[src/rtl/core/merge_network_8x8_core_defines.svh]
// ----------------------------------------------------------------------------
// merge_network_8x8_core_defines
// Assertion macros for the merge network core. Both expect clk_i and rst_ni
// in the scope where they are used.
// ----------------------------------------------------------------------------
`ifndef MERGE_NETWORK_8X8_CORE_DEFINES_SVH
`define MERGE_NETWORK_8X8_CORE_DEFINES_SVH

// same-cycle implication
`define MNET_ASSERT_NOW(lbl, ante, cons) \
  lbl: assert property (@(posedge clk_i) disable iff (!rst_ni) (ante) |-> (cons)) \
    else $error("merge network check failed");

// next-cycle implication
`define MNET_ASSERT_NEXT(lbl, ante, cons) \
  lbl: assert property (@(posedge clk_i) disable iff (!rst_ni) (ante) |=> (cons)) \
    else $error("merge network check failed");

`endif

[src/rtl/core/mnet_pipe_reg.sv]
// ----------------------------------------------------------------------------
// mnet_pipe_reg
// One pipeline register with valid/ready. Takes a new transfer whenever it
// is empty or its content leaves in the same cycle.
// ----------------------------------------------------------------------------
module mnet_pipe_reg #(
  parameter int unsigned DATA_W = 64
) (
  input  logic              clk_i,
  input  logic              rst_ni,
  input  logic              valid_i,
  output logic              ready_o,
  input  logic [DATA_W-1:0] data_i,
  output logic              valid_o,
  input  logic              ready_i,
  output logic [DATA_W-1:0] data_o
);

  logic              valid_q;
  logic [DATA_W-1:0] data_q;

  assign ready_o = !valid_q || ready_i;

  always_ff @(posedge clk_i or negedge rst_ni) begin
    if (!rst_ni) begin
      valid_q <= 1'b0;
    end else if (ready_o) begin
      valid_q <= valid_i;
    end
  end

  always_ff @(posedge clk_i) begin
    if (valid_i && ready_o) begin
      data_q <= data_i;
    end
  end

  assign valid_o = valid_q;
  assign data_o  = data_q;

endmodule

[config.mk]
export PLATFORM = sky130hd
export DESIGN_NAME = mnet_pipe_reg
export DESIGN_NICKNAME = d
export VERILOG_FILES = /design/src/rtl/core/merge_network_8x8_core_defines.svh /design/src/rtl/core/mnet_pipe_reg.sv
export SDC_FILE = /design/constraint.sdc
export NUM_CORES = 1
export LEC_CHECK = 0
export BUFFER_PORTS_ARGS = -buffer_cell sky130_fd_sc_hd__buf_2
export CAP_MARGIN = 30
export CORE_MARGIN = 3
export CORE_UTILIZATION = 42
export CTS_BUF_LIST = sky130_fd_sc_hd__clkbuf_8
export DETAILED_ROUTE_END_ITERATION = 8
export PLACE_DENSITY = 0.81
export SYNTH_ARGS = -nofsm -noshare
export SYNTH_HDL_FRONTEND = slang
export SYNTH_SLANG_ARGS = --single-unit
[constraint.sdc]
create_clock -name clk_i -period 1.65 [get_ports clk_i]
set_input_delay 0.4125 -clock clk_i [delete_from_list [all_inputs] [get_ports clk_i]]
set_output_delay 0.4125 -clock clk_i [all_outputs]
set_load 0.01 [all_outputs]
==> results.json <==
{
  "status": "completed",
  "dpl_cell_area_um2": 2750,
  "setup_viol": 0,
  "grt-ovfl-total": 0,
  "cts.repair.resized": 0,
  "reg2reg_from": "valid_o$_DFFE_PN0P_",
  "routed_via_density": 4.51,
  "fmax_ghz": 0.736,
  "finalNetCount": 283,
  "postCtsSetupRepairBufs": 0,
  "syn_area_um2": 1980,
  "hold_depth": 1,
  "cellLeakagePower_uw": 0.00130,
  "maxCapViolations": 0,
  "layout_worst_path_cycle_share": 0.823,
  "hold_viol_final": 0,
  "timing.rr.end": "data_o[19]$_DFFE_PP_",
  "dp_slack_ps": 259,
  "cts-root-buf": "clkbuf_8",
  "yosysSeqAreaShare": 0.985,
  "final_area_um2": 3000,
  "cts_tree": "built",
  "die_area_um2": 5560,
  "grt_use_total": 0.152,
  "htreeDepth": 3,
  "drt_iter0_drc": 73,
  "syn_avg_cell_area_um2": 29.1,
  "hp-start": "data_i[63]",
  "synth_cell_types": 5,
  "critPathMaxFanout": 3,
  "clk_transition_reported_paths_ps": 70,
  "drc": 0,
  "die_w_um": 74.6,
  "cts_buffers": 9,
  "area_growth_pct": 51.8,
  "ys_ff_latch": 65,
  "rr_worst_depth": 3,
  "drive_above_1_share": 0.695,
  "core_um2": 4440,
  "slowest_delay_ps": 410,
  "io_pins": 134,
  "crit_slowest_cell": "dfrtp_1",
  "finalWirelength_um": 4390,
  "num_antenna_cells": 0,
  "synthesis.nets": 136,
  "grt_max_degree": 33,
  "worst_ep_arrival_time_ps": 950,
  "clk-insertion-delay-late_ps": 330,
  "skew_ps": 4.02,
  "crit_path_end_kind": "output port",
  "register_area_um2": 1950,
  "hold_path_class": "in -> reg",
  "dr_total_vias": 1228,
  "firstDrtPassIters": 4,
  "crit_type": "reg -> out",
  "ir_drop_mv": 0.818,
  "initial_utilization": 0.445,
  "tightest_slew_ps": 169,
  "fin_total_pwr_uw": 3820,
  "drtAntennaViolNets": 0,
  "wire_per_inst_um": 16.1,
  "r2r_setup_slack_ps": 390,
  "multi_input_area_um2": 28.8,
  "layout_min_cycle_time_ps": 1360,
  "slew_viol_final": 0,
  "power_density_nw_per_um2": 1270,
  "cts_sinks": 65,
  "path_cells": "nand2b_4, buf_2",
  "timing.slew.headroom": 0.887,
  "rows": 24,
  "port_buffers": 133,
  "yosysWarnings": 0,
  "crit_required_ps": 1240,
  "die_height_um": 74.6,
  "grt_first_pass_wirelength_um": 5750,
  "syn_inst": 68,
  "rsz0062_at_grt": "false",
  "postCtsHoldBufs": 1,
  "hold-path-endpoint": "data_o[63]$_DFFE_PP_",
  "postLayoutSetupSlackWorst_ps": 292,
  "startpoint_type": "flip-flop",
  "grt_pass1_vias": 1164,
  "antenna_found_initial": 0,
  "setup_tns_ps": 0,
  "nFillCells": 315,
  "gp_congestion": 0.699,
  "cts.path.max_buffers": 2
}
kinds of logic (layout without fill, tap and decap cells):
| group | count (synthesis) | count (layout) | share of synthesized area |
|---|---|---|---|
| flip-flops | 65 | 65 | 0.985 |
| AND/OR/NAND/NOR | 3 | 3 | 0.0146 |
| buffers and inverters | 0 | 152 | 0 |
worst max path at each step:
stage,start,end,slack (ps),cells past startpoint
2_1_floorplan,ready_i,data_o[0]$_DFFE_PP_,180,2
3_3_place_gp,ready_i,data_o[49]$_DFFE_PP_,280,4
3_5_place_dp,ready_i,data_o[19]$_DFFE_PP_,260,4
4_1_cts,valid_o$_DFFE_PN0P_,ready_o,270,2
5_1_grt,valid_o$_DFFE_PN0P_,ready_o,240,2
6_report,valid_o$_DFFE_PN0P_,ready_o,290,2
cell type report:
type                    count  share of cell area
clock buffers               9              0.0413
clock inverters             7              0.0396
multi-input cells           3             0.00960
flip-flops and latches     65               0.649
well taps                  52              0.0217
repair buffers            136               0.239
power by group:
part | internal (uW) | switching [uW] | leakage, uW | total, uW
clock network | 1000 | 600 | 0.000115 | 1600
registers | 1920 | 21.6 | 0.000620 | 1940
logic | 130 | 144 | 0.000560 | 274
total | 3050 | 766 | 0.00130 | 3820
per-stage QoR:
stage               utilization  hold WS, ps  cells
floorplan                     -          117     68
global placement          0.618          191    255
detailed placement        0.618          190    255
CTS                       0.675          237    272
global route              0.675          234    272
finish                    0.675          257    272
layout by cell type, fill, tap and decap left out:
cell type        n
and2_4           1
buf_12           2
buf_2          133
bufinv_16        3
clkbuf_8         9
clkinv_2         1
clkinv_4         1
clkinvlp_4       2
dfrtp_1          1
dlygate4sd3_1    1
edfxtp_1        64
nand2b_1         1
nand2b_4         1
metal layers:
layer	part of all wire	global-route usage
met1	0.34	0.155
met2	0.53	0.258
met3	0.11	0.0608
met4	0.016	0.0949
met5	0	0
flip-flops by register name, summed over array words and instances (netlist names):
register and flops:
data_o 64, valid_o 1
critical path: cells and delay by family, from the launching register on:
kind	cells	cell delay [ps]
buf+inv	1	120
flops	1	410
simple gates	1	90
cells in the mapped netlist, drive strengths merged:
library cell	n	share of area
and2	1	0.0044
dfrtp	1	0.013
edfxtp	64	0.97
nand2b	2	0.010
Power figures use the tool's default switching activity.
