===== src/rtl/core/merge_network_8x8_core_defines.svh =====
// ----------------------------------------------------------------------------
// merge_network_8x8_core_defines
// Assertion macros for the merge network core. Both expect clk_i and rst_ni
// in the scope where they are used.
// ----------------------------------------------------------------------------
`ifndef MERGE_NETWORK_8X8_CORE_DEFINES_SVH
`define MERGE_NETWORK_8X8_CORE_DEFINES_SVH

// same-cycle implication
`define MNET_ASSERT_NOW(lbl, ante, cons) \
  lbl: assert property (@(posedge clk_i) disable iff (!rst_ni) (ante) |-> (cons)) \
    else $error("merge network check failed");

// next-cycle implication
`define MNET_ASSERT_NEXT(lbl, ante, cons) \
  lbl: assert property (@(posedge clk_i) disable iff (!rst_ni) (ante) |=> (cons)) \
    else $error("merge network check failed");

`endif


===== src/rtl/core/mnet_pkg.sv =====
// ----------------------------------------------------------------------------
// mnet_pkg
// Shared constants of the 8+8 merge network.
// ----------------------------------------------------------------------------
package mnet_pkg;

  localparam int unsigned ELEMENT_WIDTH = 32;  // default element width
  localparam int unsigned SLOT_W        = 32;  // element slot in a port pair
  localparam int unsigned PAIR_W        = 2 * SLOT_W;
  localparam int unsigned LANES         = 4;   // lanes of one 4+4 merge
  localparam int unsigned NUM_VEC       = 4;   // 4-lane vectors in flight
  localparam int unsigned NUM_STAGES    = 4;

endpackage


===== src/rtl/core/mnet_pass2.sv =====
// ----------------------------------------------------------------------------
// mnet_pass2
// Two compare-exchange passes of a 4+4 merge: lanewise min/max, then the
// min vector rotated down one lane. Four passes make a full 4+4 merge.
// ----------------------------------------------------------------------------
module mnet_pass2 #(
  parameter int unsigned ELEM_W = mnet_pkg::ELEMENT_WIDTH
) (
  input  logic [mnet_pkg::LANES-1:0][ELEM_W-1:0] t_i,
  input  logic [mnet_pkg::LANES-1:0][ELEM_W-1:0] mx_i,
  output logic [mnet_pkg::LANES-1:0][ELEM_W-1:0] t_o,
  output logic [mnet_pkg::LANES-1:0][ELEM_W-1:0] mx_o
);
  import mnet_pkg::*;

  always_comb begin
    logic [LANES-1:0][ELEM_W-1:0] mn0, mx0, t1, mn1;
    for (int i = 0; i < LANES; i++) begin
      mn0[i] = (t_i[i] < mx_i[i]) ? t_i[i] : mx_i[i];
      mx0[i] = (t_i[i] < mx_i[i]) ? mx_i[i] : t_i[i];
    end
    for (int i = 0; i < LANES; i++) begin
      t1[i] = mn0[(i + 1) % LANES];
    end
    for (int i = 0; i < LANES; i++) begin
      mn1[i]  = (t1[i] < mx0[i]) ? t1[i] : mx0[i];
      mx_o[i] = (t1[i] < mx0[i]) ? mx0[i] : t1[i];
    end
    for (int i = 0; i < LANES; i++) begin
      t_o[i] = mn1[(i + 1) % LANES];
    end
  end

endmodule


===== config.mk =====
export PLATFORM = sky130hd
export DESIGN_NAME = mnet_pass2
export DESIGN_NICKNAME = d
export VERILOG_FILES = /design/src/rtl/core/merge_network_8x8_core_defines.svh /design/src/rtl/core/mnet_pkg.sv /design/src/rtl/core/mnet_pass2.sv
export SDC_FILE = /design/constraint.sdc
export NUM_CORES = 1
export LEC_CHECK = 0
export BUFFER_PORTS_ARGS = -buffer_cell sky130_fd_sc_hd__buf_4
export CAP_MARGIN = 40
export CORE_AREA = 2 2 201 203
export DETAILED_ROUTE_END_ITERATION = 12
export DIE_AREA = 0 0 203 205
export SLEW_MARGIN = 20
export SYNTH_ARGS = -nofsm -noshare
export SYNTH_HDL_FRONTEND = slang
export SYNTH_SLANG_ARGS = --single-unit

===== constraint.sdc =====
create_clock -name vclk -period 15.5
set_clock_uncertainty 0.2 [all_clocks]
set_input_delay 3.1 -clock vclk [all_inputs]
set_output_delay 3.1 -clock vclk [all_outputs]
set_load 0.03 [all_outputs]

==> flow_metrics.py <==
metrics = {
    "status": {
        "run_status": "complete, no violations",
    },
    "worst_hold_path": {
        "timing.hold.worst.class": "primary input to primary output",
        "hold_depth": 4,
    },
    "die": {
        "die_area_sq_um": 41600,
        "die_height_um": 205,
        "initial_core_util_pct": 29.5,
        "core_area_sq_um": 39400,
        "floorplan.rows": 73,
        "die_w_um": 203,
        "boundaryPins": 512,
    },
    "job": {
        "cap_violations": 0,
    },
    "sta": {
        "finalCritPeriodShare_pct": 82.1,
        "slew_viol_final": 0,
        "final-hold-violation-count": 0,
        "final_worst_path_period_need_ps": 12720,
        "worst_hold_slack_ps": 6500,
        "fmaxAchievable_mhz": 78.6,
        "worstMarginPinSlew_ps": 737,
        "setup-tns-final_ps": 0,
        "timing.final.setup_violations": 0,
        "relative_max_transition_margin_pct": 49.4,
        "rsz_0062_raised_after_global_routing": "no",
    },
    "route": {
        "wl_met1_mm": 23.7,
        "totalWireLength_mm": 56.9,
        "met3_wirelength_mm": 4.28,
        "detailed_routing_iteration_count_for_the_pre_antenna_repair_pass": 5,
        "detail_route.vias_per_cell": 5.19,
        "route.vias.total": 13071,
        "postRouteAntennaNets": 0,
        "wl_per_cell_um": 22.6,
        "drt_drc_violations_left": 0,
        "dr.first_iter.drc_count": 760,
        "wl_met2_mm": 26.9,
        "route.top_layer_used": "met4",
    },
    "logic_synthesis": {
        "post_synth_main_area_contributors": "sky130_fd_sc_hd__mux2i_1 (38%), sky130_fd_sc_hd__ha_1 (27%), sky130_fd_sc_hd__inv_1 (8.3%)",
        "synthDistinctLibCells": 45,
        "synth.yosys.seq_area_share_pct": 0,
        "synth_most_common_cell": "sky130_fd_sc_hd__mux2i_1",
        "post_synth.cell_area_avg_sq_um": 7.61,
        "postSynthNetCount": 2029,
        "postSynthCellCount": 1525,
        "post-synth-top-area-cell": "sky130_fd_sc_hd__mux2i_1",
        "yosys-top-cells-count": "sky130_fd_sc_hd__mux2i_1 (444), sky130_fd_sc_hd__inv_1 (256), sky130_fd_sc_hd__ha_1 (248)",
        "yosysTopAreaCellShare_pct": 38.3,
        "yosys_warnings": 0,
        "synthesis.area_sq_um": 11600,
    },
    "worst_setup_path": {
        "largest_stage_delay_worst_path_ps": 710,
        "critPathCapture": "mx_o[30]",
        "critical_path.startpoint_type": "primary input",
        "worstSetupPathDepth": 22,
        "worst-path-max-fanout": 38,
        "slowest_cell_on_crit_path": "sky130_fd_sc_hd__a41oi_4",
        "cp.buffers_inverters": 6,
        "timing.setup.critical_path_class": "primary input to primary output",
        "crit_path_start": "t_i[43]",
        "timing.critical_path.to_type": "primary output",
        "timing.critical_path.cells": "buf_4 -> ha_1 -> and4_1 -> nor3b_1 -> a32oi_1 -> o211ai_1 -> a41oi_4 -> buf_4 -> mux2i_1 -> inv_1 -> ha_1 -> a211oi_1 -> nor2_1 -> nor4_1 -> a2111oi_0 -> o32ai_1 -> nor4b_1 -> inv_1 -> o21ai_4 -> buf_4 -> mux2i_1 -> buf_4",
        "critical_path_arrival_ps": 9420,
        "data_required_time_of_the_worst_path_ps": 12200,
        "worst_path_dominant_cell_family": "compound AO/OA/AOI/OAI gates",
        "cpMostUsedCell": "sky130_fd_sc_hd__buf_4",
    },
    "cells_and_area": {
        "post_route_cells_drive_above_1_share_pct": 27.0,
        "layoutNonFillerInstCount": 2518,
        "layout.nets": 2499,
        "multi_input_area_sq_um": 10400,
        "antenna_cells_inserted": 0,
        "register_area_sq_um": 0,
        "layout.clock_buffers": 0,
        "seq_cell_count": 0,
        "fillers": 4102,
        "area_delta_synth_final_pct": 38.3,
    },
    "power": {
        "total_power_mw": 1.61,
        "power.internal_mw": 0.604,
        "share_clk_of_total_power_pct": 0,
        "ir_drop_mv": 0.0762,
        "power.sequential.fraction_pct": 0,
        "power.share.switching_pct": 62.4,
        "comb_power_share_pct": 100.0,
        "netSwitchingPower_mw": 1.00,
        "p_per_area_nw_per_um2": 100,
        "power_leakage_nw": 9.64,
    },
    "placed_design": {
        "numPlacedInstances": 2517,
        "detailed_place_hpwl_mm": 51.9,
        "port_buffers": 512,
        "place.gp.congestion": 0.950,
    },
    "global_routing": {
        "antenna_found_initial": 0,
        "via_count_of_the_first_global_routing_pass": 12545,
        "grt_max_degree": 53,
        "grt_remaining_overflow": 0,
        "grt_pass1_wl_mm": 79.8,
        "gr-usage-all-layers_pct": 25.8,
    },
    "cts": {
        "cts_hold_buffers": 0,
        "cts_resized": 0,
        "postCtsSetupBuffers": 0,
    },
}
## cell type report
| type | instances | share of cell area, % |
|---|---|---|
| inverter | 256 | 5.99 |
| multi-input combinational | 1207 | 64.8 |
| tap | 525 | 4.09 |
| timing repair buffer | 530 | 25.1 |
## worst min-delay path by stage
stage	endpoint	startpoint
floorplan	t_o[64]	mx_i[96]
global placement	t_o[25]	t_i[89]
detailed placement	t_o[24]	t_i[88]
CTS	t_o[24]	t_i[88]
global route	t_o[26]	t_i[90]
finish	t_o[24]	t_i[88]
## tightest hold or removal path: cells and delay by family
| kind | cells | cell delay (ps) |
|---|---|---|
| AO/OA/AOI/OAI | 1 | 90 |
| buffers and inverters | 2 | 280 |
| multiplexers | 1 | 130 |
## layout by cell type, fill, tap and decap left out, drive strengths merged, types with 2 or more instances in the layout
master   netlist  final
a2111o         2      2
a21boi         3      3
nor3          10     10
o31ai          4      4
o21a           5      5
nor2          94     94
o211ai        12     12
a22oi          2      2
a21oi        144    144
a2111oi        5      5
and4           4      4
nand3         19     19
o22ai          2      2
nand2         44     44
inv          256    256
a32oi          2      2
nand2b         5      5
nor2b          8      8
a221oi         2      2
buf           55    530
a21o          20     20
nor4b          2      2
a211oi        11     11
o2bb2ai        2      2
a31oi          3      3
a211o          2      2
nor3b          2      2
mux2i        444    444
nor4           6      6
o21bai         4      4
or4            2      2
o21ai         45     45
ha           248    248
nand4         43     43
## power groups by stage
stage	clock network, mW	registers, mW	logic (mW)
2_1_floorplan	0	0	1.03
3_3_place_gp	0	0	1.58
3_5_place_dp	0	0	1.59
4_1_cts	0	0	1.60
5_1_grt	0	0	1.70
6_report	0	0	1.61
## kinds of logic after synthesis
group	count (synthesis)	share of synthesized area [%]
AOI/OAI and AO/OA	274	14.0
muxes	445	38.4
adders and majority gates	248	26.7
and+or+nand+nor	240	9.82
buffers and inverters	318	11.1
## per-layer routing
layer | global-route usage [%] | vias up
met5 | 0 | -
met2 | 44.8 | 537
met4 | 8.42 | 0
met3 | 5.35 | 79
li1 | - | 6426
met1 | 31.5 | 6029
## stage by stage
stage               area [sq um]  worst slack, ps  utilization (%)
floorplan                  11600             4170                -
global placement           16000             2550             40.6
detailed placement         16000             2440             40.7
CTS                        16000             2420             40.7
global route               16000             2400             40.8
finish                     16000             2780             40.8
Note: power is estimated with default switching activity, not from simulation.
